--- src/sv/ppu_sar_pkg.sv ---
// Shared types and codes for the scroll and address register block.
// No dependencies; imported by ppu_sar_core, ppu_scroll_address_registers and tb_top.
package ppu_sar_pkg;

  typedef enum logic [2:0] {
    KIND_REG_WRITE = 3'd0,
    KIND_REG_READ  = 3'd1,
    KIND_COARSE_X  = 3'd2,
    KIND_Y_INC     = 3'd3,
    KIND_COPY_H    = 3'd4,
    KIND_COPY_V    = 3'd5
  } kind_e;

  localparam logic [2:0] REG_CTRL   = 3'd0;
  localparam logic [2:0] REG_MASK   = 3'd1;
  localparam logic [2:0] REG_STATUS = 3'd2;
  localparam logic [2:0] REG_SCROLL = 3'd5;
  localparam logic [2:0] REG_ADDR   = 3'd6;
  localparam logic [2:0] REG_DATA   = 3'd7;

  localparam logic [15:0] COPY_H_KEEP = 16'hfbe0;
  localparam logic [15:0] COPY_H_TAKE = 16'h041f;
  localparam logic [15:0] COPY_V_KEEP = 16'h841f;
  localparam logic [15:0] COPY_V_TAKE = 16'h7be0;
  localparam logic [4:0]  LAST_ROW    = 5'd29;
  localparam logic [7:0]  RENDER_BITS = 8'h18;
  localparam logic [5:0]  PALETTE_PAGE = 6'h3f;

  typedef struct packed {
    logic [14:0] temp_address;
    logic [15:0] current_address;
    logic [2:0]  fine_x;
    logic        second_write;
    logic [7:0]  control;
    logic [7:0]  mask;
  } state_t;

  typedef struct packed {
    kind_e       kind;
    logic [2:0]  register_index;
    logic [7:0]  write_data;
    logic        in_vblank;
  } item_t;

  typedef struct packed {
    logic [15:0] vram_address;
    logic [2:0]  fine_x;
    logic        write_toggle;
    logic        access_valid;
    logic        access_is_write;
    logic [13:0] access_address;
    logic [7:0]  access_data;
    logic        rendering_on;
  } result_t;

endpackage

--- src/sv/ppu_sar_core.sv ---
// Combinational step logic: next scroll state and result for one event.
// Depends on ppu_sar_pkg.
module ppu_sar_core (
  input  ppu_sar_pkg::state_t  state_i,
  input  ppu_sar_pkg::item_t   item_i,
  output ppu_sar_pkg::state_t  state_o,
  output ppu_sar_pkg::result_t result_o
);
  import ppu_sar_pkg::*;

  function automatic logic [15:0] coarse_x_inc(input logic [15:0] v);
    logic [15:0] r;
    if (v[4:0] == 5'h1f) begin
      r = {v[15:11], ~v[10], v[9:5], 5'd0};
    end else begin
      r = v + 16'd1;
    end
    return r;
  endfunction

  function automatic logic [15:0] y_inc(input logic [15:0] v);
    logic [15:0] r;
    logic [4:0]  cy;
    logic        nt;
    if (v[14:12] != 3'h7) begin
      r = v + 16'h1000;
    end else begin
      nt = v[11];
      if (v[9:5] == LAST_ROW) begin
        cy = 5'd0;
        nt = ~v[11];
      end else if (v[9:5] == 5'h1f) begin
        cy = 5'd0;
      end else begin
        cy = v[9:5] + 5'd1;
      end
      r = {v[15], 3'd0, nt, v[10], cy, v[4:0]};
    end
    return r;
  endfunction

  logic        render;
  logic [15:0] v;
  logic [14:0] t;
  logic [7:0]  d;
  logic [15:0] port_step;

  assign render    = (state_i.mask & RENDER_BITS) != 8'd0;
  assign v         = state_i.current_address;
  assign t         = state_i.temp_address;
  assign d         = item_i.write_data;
  assign port_step = state_i.control[2] ? 16'd32 : 16'd1;

  always_comb begin
    state_o  = state_i;
    result_o = '0;
    case (item_i.kind)
      KIND_REG_WRITE: begin
        unique case (item_i.register_index)
          REG_CTRL: begin
            state_o.control            = d;
            state_o.temp_address[11:10] = d[1:0];
          end
          REG_MASK: state_o.mask = d;
          REG_SCROLL: begin
            if (!state_i.second_write) begin
              state_o.temp_address[4:0] = d[7:3];
              state_o.fine_x            = d[2:0];
              state_o.second_write      = 1'b1;
            end else begin
              state_o.temp_address[9:5]   = d[7:3];
              state_o.temp_address[14:12] = d[2:0];
              state_o.second_write        = 1'b0;
            end
          end
          REG_ADDR: begin
            if (!state_i.second_write) begin
              state_o.temp_address[14]   = 1'b0;
              state_o.temp_address[13:8] = d[5:0];
              state_o.second_write       = 1'b1;
            end else begin
              state_o.temp_address    = {t[14:8], d};
              state_o.current_address = {1'b0, t[14:8], d};
              state_o.second_write    = 1'b0;
            end
          end
          REG_DATA: begin
            if (item_i.in_vblank || !render) begin
              result_o.access_valid    = 1'b1;
              result_o.access_is_write = 1'b1;
              result_o.access_address  = v[13:0];
              result_o.access_data     = (v[13:8] == PALETTE_PAGE) ? {2'b00, d[5:0]} : d;
              state_o.current_address  = v + port_step;
            end else begin
              // Writing the data port mid-frame bumps both scroll counters.
              state_o.current_address = coarse_x_inc(y_inc(v));
            end
          end
          default: ;
        endcase
      end
      KIND_REG_READ: begin
        if (item_i.register_index == REG_STATUS) begin
          state_o.second_write = 1'b0;
        end else if (item_i.register_index == REG_DATA) begin
          result_o.access_valid   = 1'b1;
          result_o.access_address = v[13:0];
          state_o.current_address = v + port_step;
        end
      end
      KIND_COARSE_X: if (render) state_o.current_address = coarse_x_inc(v);
      KIND_Y_INC:    if (render) state_o.current_address = y_inc(v);
      KIND_COPY_H: begin
        if (render) begin
          state_o.current_address = (v & COPY_H_KEEP) | ({1'b0, t} & COPY_H_TAKE);
        end
      end
      KIND_COPY_V: begin
        if (render) begin
          state_o.current_address = (v & COPY_V_KEEP) | ({1'b0, t} & COPY_V_TAKE);
        end
      end
      default: ;
    endcase
    result_o.vram_address = state_o.current_address;
    result_o.fine_x       = state_o.fine_x;
    result_o.write_toggle = state_o.second_write;
    result_o.rendering_on = (state_o.mask & RENDER_BITS) != 8'd0;
  end

endmodule

--- src/sv/ppu_scroll_address_registers.sv ---
// A beat accepted on the input side passes through the input register, then the result
// register. Throughput: one beat per cycle while the result side does not stall.
// The event is evaluated from the input register against the state registers
// and the state updates as the beat moves into the result register.
// Reset clears the address, scroll, toggle, control and mask state and both
// valid flags. Uses ppu_sar_pkg and ppu_sar_core.
module ppu_scroll_address_registers (
  input  logic        clk_i,
  input  logic        rst_ni,
  input  logic        s_axis_tvalid,
  output logic        s_axis_tready,
  input  logic [15:0] s_axis_tdata,  // register_index, write_data, in_vblank, zero pad
  input  logic [2:0]  s_axis_tuser,  // kind
  output logic        m_axis_tvalid,
  input  logic        m_axis_tready,
  output logic [47:0] m_axis_tdata   // vram_address, fine_x, write_toggle, access_valid,
                                     // access_is_write, access_address, access_data,
                                     // rendering_on, zero pad
);
  import ppu_sar_pkg::*;

  logic    in_valid_q;
  item_t   in_item_q;
  logic    out_valid_q;
  result_t out_res_q;
  state_t  state_q, state_d;
  result_t res_d;
  logic    out_free, advance, in_fire;

  assign out_free      = !out_valid_q || m_axis_tready;
  assign advance       = in_valid_q && out_free;
  assign s_axis_tready = !in_valid_q || out_free;
  assign in_fire       = s_axis_tvalid && s_axis_tready;

  ppu_sar_core u_core (
    .state_i  (state_q),
    .item_i   (in_item_q),
    .state_o  (state_d),
    .result_o (res_d)
  );

  always_ff @(posedge clk_i or negedge rst_ni) begin
    if (!rst_ni) begin
      in_valid_q  <= 1'b0;
      out_valid_q <= 1'b0;
      state_q     <= '0;
    end else begin
      if (s_axis_tready) in_valid_q <= s_axis_tvalid;
      if (out_free) out_valid_q <= in_valid_q;
      if (advance) state_q <= state_d;
    end
  end

  always_ff @(posedge clk_i) begin
    if (in_fire) begin
      in_item_q.kind           <= kind_e'(s_axis_tuser);
      in_item_q.register_index <= s_axis_tdata[2:0];
      in_item_q.write_data     <= s_axis_tdata[10:3];
      in_item_q.in_vblank      <= s_axis_tdata[11];
    end
    if (advance) out_res_q <= res_d;
  end

  assign m_axis_tvalid = out_valid_q;
  assign m_axis_tdata  = {3'd0,
                          out_res_q.rendering_on,
                          out_res_q.access_data,
                          out_res_q.access_address,
                          out_res_q.access_is_write,
                          out_res_q.access_valid,
                          out_res_q.write_toggle,
                          out_res_q.fine_x,
                          out_res_q.vram_address};

`ifndef SYNTHESIS
  a_state_holds: assert property (@(posedge clk_i) disable iff (!rst_ni)
    !advance |=> $stable(state_q))
    else $error("state changed without an event");

  a_access_from_data_port: assert property (@(posedge clk_i) disable iff (!rst_ni)
    (advance && res_d.access_valid) |->
      (in_item_q.register_index == REG_DATA &&
       (in_item_q.kind == KIND_REG_WRITE || in_item_q.kind == KIND_REG_READ)))
    else $error("data access from an event other than the data port");

  a_status_clears_toggle: assert property (@(posedge clk_i) disable iff (!rst_ni)
    (advance && in_item_q.kind == KIND_REG_READ &&
     in_item_q.register_index == REG_STATUS) |=> !state_q.second_write)
    else $error("status read left the write toggle set");

  a_result_matches_state: assert property (@(posedge clk_i) disable iff (!rst_ni)
    advance |=> (out_res_q.vram_address == state_q.current_address &&
                 out_res_q.write_toggle == state_q.second_write))
    else $error("result beat disagrees with the updated state");
`endif

endmodule

--- config.mk ---
export PLATFORM = sky130hd
export DESIGN_NAME = ppu_scroll_address_registers
export DESIGN_NICKNAME = d
export VERILOG_FILES = /design/src/sv/ppu_sar_pkg.sv /design/src/sv/ppu_sar_core.sv /design/src/sv/ppu_scroll_address_registers.sv
export SDC_FILE = /design/constraint.sdc
export NUM_CORES = 1
export LEC_CHECK = 0
export ABC_CLOCK_PERIOD_IN_PS = 8400
export BUFFER_PORTS_ARGS = -buffer_cell sky130_fd_sc_hd__buf_2
export CORE_ASPECT_RATIO = 1.4
export CORE_MARGIN = 5
export CORE_UTILIZATION = 33
export CTS_BUF_LIST = sky130_fd_sc_hd__clkbuf_2
export DETAILED_ROUTE_END_ITERATION = 10
export HOLD_SLACK_MARGIN = 0.15
export MAX_ROUTING_LAYER = met4
export PLACE_DENSITY = 0.5
export RECOVER_POWER = 100
export SLEW_MARGIN = 20
export SYNTH_ARGS = -nofsm -noshare
export SYNTH_HDL_FRONTEND = slang
export SYNTH_SLANG_ARGS = --single-unit
--- constraint.sdc ---
create_clock -name clk_i -period 8.4 [get_ports clk_i]
set_input_delay 0.84 -clock clk_i [delete_from_list [all_inputs] [get_ports clk_i]]
set_output_delay 0.84 -clock clk_i [all_outputs]
set_load 0.05 [all_outputs]
# [After elaboration in Yosys (flattened, before gate mapping)]
# Cells that the tools add are included.
# W data, S select, Z words.
[word_totals] register_bits=105 elab_cells=127 input_bits=23 output_inout_bits=50
[classes] n_eq_ne=20 n_reduce_logical=24 mux=45 add_sub_neg=5 bitwise_logic=8
[op_table] operator="$mux W16" count=13
[op_table] operator="$pmux W16 S6" count=1
[op_table] operator="$mux W24" count=3
[op_table] operator="$add A16 B1 Y16 const B" count=2
[op_table] operator="$pmux W16 S2" count=1
[op_table] operator="$mux W5" count=6
[op_table] operator="$mux W14" count=2
[op_table] operator="$pmux W14 S2" count=1
[op_table] operator="$eq A5 B5 Y1 const B" count=4
[op_table] operator="$pmux W10 S2" count=1
[op_table] operator="$add A16 B13 Y16 const B" count=1
[op_table] operator="$add A16 B16 Y16" count=1
[op_table] operator="$or A16 B11 Y16" count=1
[op_table] operator="$or A16 B15 Y16" count=1
[op_table] operator="$reduce_bool A8 Y1" count=2
[op_table] operator="$eq A3 B3 Y1 const B" count=5
[op_table] operator="$reduce_and A5 Y1" count=3
[op_table] operator="$mux W3" count=4
[op_table] operator="$eq A3 B2 Y1 const B" count=3
[op_table] operator="$reduce_and A3 Y1" count=3
[op_table] operator="$mux W8" count=1
[op_table] operator="$ne A2 B2 Y1 const B" count=4
[op_table] operator="$mux W7" count=1
[op_table] operator="$eq A3 B1 Y1 const B" count=2
[op_table] operator="18 further kinds" count=36

# [Longest topological paths before layout]
[logic_depth] depth_word=12 depth_mapped=11 mapped_depth_nobuf=10

# [Hierarchy]
# From an unflattened synthesis, not the netlist that was laid out.
[hier_totals] cells_unflattened=776 hier_area_um2=7822.5
[by_module_without_submodules] mod="ppu_scroll_address_registers" area_per_inst_um2=4023.9 instances=1 seq_area_each_um2=3128.0 cells_each=180
[by_module_without_submodules] mod="ppu_sar_core" area_per_inst_um2=3798.6 instances=1 seq_area_each_um2=0.0 cells_each=596

# [Worst setup path before layout]
# Ideal clock, no wire load.
[synth_path] path_type="input to register" startpoint="in m_axis_tready" endpoint="reg state_q[32] in the netlist's numbering" t_arrival_ps=3137 path_slack_ps=5053 setup_ps=211 cell_stages=6 n_path_buf=2 required_time_ps=8189 cell_sequence="nand2b_1 > nand2_1 > inv_1 > clkbuf_1 > buf_1 > a22oi_1"
[synth_between] elab_chain_len=2
[synth_lines] element="from (decl)" line_no="ppu_scroll_address_registers.sv:15" text="input logic m_axis_tready,"
[synth_lines] element="$logic_or A1 B1 Y1" line_no="ppu_scroll_address_registers.sv:30" text="assign out_free = !out_valid_q || m_axis_tready;"
[synth_lines] element="$logic_and A1 B1 Y1" line_no="ppu_scroll_address_registers.sv:31" text="assign advance = in_valid_q && out_free;"
[synth_lines] element="net advance" line_no="ppu_scroll_address_registers.sv:28" text="logic out_free, advance, in_fire;"
[synth_lines] element="to (signal assigned)" line_no="ppu_scroll_address_registers.sv:50" text="if (advance) state_q <= state_d;"
[synth_lines] element="to (decl)" line_no="ppu_scroll_address_registers.sv:26" text="state_t state_q, state_d;"
# The timed path passes the listed nets, and every way through them passes these cells.
# A chain may end at the register's enable or synchronous reset.

# [Final worst setup path]
[layout_path] startpoint="reg out_valid_q, in the netlist m_axis_tvalid" endpoint="reg state_q[39] in the netlist's numbering"
[layout_between] elab_chain_len=4
[layout_lines] element="from (decl)" line_no="ppu_scroll_address_registers.sv:24" text="logic out_valid_q;"
[layout_lines] element="from (signal assigned)" line_no="ppu_scroll_address_registers.sv:49" text="if (out_free) out_valid_q <= in_valid_q;"
[layout_lines] element="$logic_not A1 Y1" line_no="ppu_scroll_address_registers.sv:30"
[layout_lines] element="$logic_or A1 B1 Y1" line_no="ppu_scroll_address_registers.sv:30"
[layout_lines] element="$logic_and A1 B1 Y1" line_no="ppu_scroll_address_registers.sv:31"
[layout_lines] element="$reduce_and A5 Y1 (no source line)"
# Every way passes these cells.

==> impl_metrics.toml <==
[outcome]
outcome = "finished, violations left"
violations = "capacitance limit, slew limit"

[critical_path]
slowest_stage = "clkbuf_1"
end_kind = "flop"
slowest_delay_ps = 1520
cp_data_required_time_ps = 9000
path_max_fanout = 38
cp_cell_sequence = "nand2b_1, nand2_1, clkbuf_1, inv_1, clkbuf_1, nand3_1, nor2_1, nor2_1, a31oi_1"
critPathKind = "reg2reg"
startpoint_type = "flop"
worstPathArrival_ps = 5460

[logic_synthesis]
yosys-top-cells-area = "edfxtp_1 27%, dfrtp_1 15%, nand2_1 4.4%"
syn-instance-count = 728
synth_edf_count = 60
netlist_area_um2 = 6690
seq_area_frac_synth_pct = 41.9
synth-warning-count = 0
synth.top_cell.area_share_pct = 27.0
synth_seq_cells = 100
ys.flop_type = "edfxtp_1"
async_reset_ff_share_pct = 40.0
synth.avg_cell_area_um2 = 9.18
ys_types = 95
yosys.area.top_type = "edfxtp_1"

[global_route]
antenna_found_initial = 1
gr-usage-all-layers_pct = 21.3
grt_max_degree = 41
grt_overflow_total = 0
grt_pass1_vias = 6154
grt_pass1_wl_um = 36500

[layout]
fill_cells = 2096
final_nets = 793
syn2layout_area_growth_pct = 6.51
final_cell_count_no_fill = 1018
drive_above_1_share_pct = 9.41

[sta]
setup_tns_ps = 0
rsz0062_at_grt = "no"
setup_viol_count_final = 0
timing_worst_slew_pin_value_ps = 2580
holdWs_ps = 290
clock.fmax_mhz = 206
max_slew_margin_pct = -72.1
fin_crit_sh_pct = 57.8
fin_skew_ps = 54.9
period_needed_ps = 4860
drv_slew = 80
hold_viol_final = 0

[clocking]
cts_buffers = 9
cts-root-buf = "clkbuf_2"
post_cts_resized = 0
cts_max_level = 3
cts.sinks = 100
clk_latency_ps = 690
clk_pin_slew_ps = 340
cts_setup_buffers = 0
holdBufCountCts = 0
cts.path.max_buffers = 2
tritoncts = "done"

[detailed_routing]
remaining_drc_errors = 0
routed_wl_um = 23900
vias = 6124
dr.pass1.iters = 6
drt-initial-drc-count = 635
postRouteAntennaNets = 0
wire_per_inst_um = 23.4
via_per_inst = 6.02

[place]
hpwl_um = 16900
dp.cells = 1001
io_buffers = 65
globalplace.congestion = 1.04

[pwr]
ir_drop_mv = 0.0716
power.leakage_nw = 2.61
power_density_nw_per_um2 = 231

[die]
ios = 73
die_area_um2 = 23200
die_y_um = 178
initial_core_util_pct = 33.6
rows = 61
chipWidth_um = 130
core_um2 = 19900

[hold_path]
hp-class = "in2reg"

[run]
drv_cap = 2
[per-layer routing]
layer	wire (um)	GRT usage (%)	share of wire, %
met5	0	-	0
met4	1500	13.8	6.3
met3	1630	2.94	6.8
met1	9270	25.4	39
met2	11500	33.5	48
[through the flow]
step / util (%) / total power [mW] / setup slack, ps / cell area [um2]
2_1_floorplan: - / 1.24 / 5050 / 6690
3_3_place_gp: 36.0 / 1.42 / 4730 / 7160
3_5_place_dp: 36.0 / 1.43 / 4780 / 7160
4_1_cts: 36.5 / 1.67 / 4740 / 7270
5_1_grt: 35.7 / 1.74 / 3070 / 7120
6_report: 35.7 / 1.65 / 3540 / 7120
[worst paths after layout]
kind | startpoint | to | slack, ps | depth (start not counted)
setup / recovery | m_axis_tvalid$_DFFE_PN0P_ | state_q[39]$_DFFE_PN0P_ | 3540 | 9
hold / removal | s_axis_tdata[7] | in_item_q[5]$_DFFE_PP_ | 290 | 1
setup reg to reg | m_axis_tvalid$_DFFE_PN0P_ | state_q[39]$_DFFE_PN0P_ | 3540 | 9
hold reg to reg | state_q[18]$_DFFE_PN0P_ | state_q[18]$_DFFE_PN0P_ | 520 | 2
max in group asynchronous | rst_ni | state_q[31]$_DFFE_PN0P_ | 5940 | 2
min in group asynchronous | rst_ni | state_q[34]$_DFFE_PN0P_ | 980 | 2
[cell usage after synthesis (4+ instances only)]
cell / count
nand2_1: 79
edfxtp_1: 60
nor2_1: 60
a21oi_1: 47
dfrtp_1: 40
o21ai_0: 34
nand3_1: 29
clkbuf_1: 27
a31oi_1: 26
nor3_1: 22
inv_1: 18
buf_2: 17
xnor2_1: 17
and2_1: 14
and3_1: 13
mux2i_1: 12
a22oi_1: 11
ha_1: 10
mux2_2: 10
nand4_1: 10
o21ai_1: 9
nand2b_1: 8
nor2b_1: 8
o221ai_1: 7
xor2_1: 7
buf_4: 6
o211ai_1: 6
buf_1: 5
a211oi_1: 4
and4_1: 4
o21a_1: 4
o21bai_1: 4
o22ai_1: 4
o31ai_1: 4
or2_2: 4
[where the power goes]
group | internal (mW) | total, mW | leakage (nW) | switching [mW]
Combinational | 0.210 | 0.652 | 1.44 | 0.442
Clock | 0.0479 | 0.240 | 0.0673 | 0.192
Sequential | 0.611 | 0.757 | 1.10 | 0.146
[cells by family after synthesis]
| group | synth area share (%) |
|---|---|
| AND/OR/NAND/NOR | 21.9 |
| AO/OA/AOI/OAI | 22.5 |
| flip-flops | 41.9 |
| buffers and inverters | 4.87 |
| XOR/XNOR | 3.39 |
| multiplexers | 3.48 |
| adder cells (fa/ha/maj) | 1.87 |
| other | 0.0561 |
[flip-flops by register name, summed over array words and instances, names as in the netlist]
name,cells
m_axis_tvalid,1
m_axis_tdata,45
in_valid_q,1
state_q,38
in_item_q,15
[critical path: cells and delay by family, from the launching register on]
kind                   cells  cell delay, ps
AND/OR/NAND/NOR            5            1200
buffers and inverters      3            2960
AO/OA/AOI/OAI              1             180
flip-flops                 1             470
[cells in the final DEF (no fill, tap or decap), drive strengths merged, types with 9 or more instances in the layout]
cell type	Yosys	layout
nand4	12	12
ha	10	10
o221ai	9	9
o21ai	44	44
nand3	29	29
clkbuf	27	60
edfxtp	60	60
a22oi	11	11
inv	19	24
dfrtp	40	40
nor3	23	23
a21oi	47	47
xnor2	17	17
nand2	81	81
mux2	10	10
and2	14	14
buf	28	23
mux2i	12	12
a31oi	26	26
nor2	63	63
and3	13	13
[cell type report]
| type | instances | area [um2] | share of cell area [%] |
|---|---|---|---|
| diodes | 1 | 2.50 | 0.0351 |
| clock buffers | 9 | 45.0 | 0.633 |
| clock inverters | 7 | 65.1 | 0.914 |
| inverters | 20 | 75.1 | 1.05 |
| multi-input cells | 555 | 3500 | 49.1 |
| flip-flops and latches | 100 | 2800 | 39.4 |
| well taps | 252 | 315 | 4.43 |
| repair buffers | 74 | 319 | 4.48 |
No activity file was read; power rests on OpenSTA's default activity.
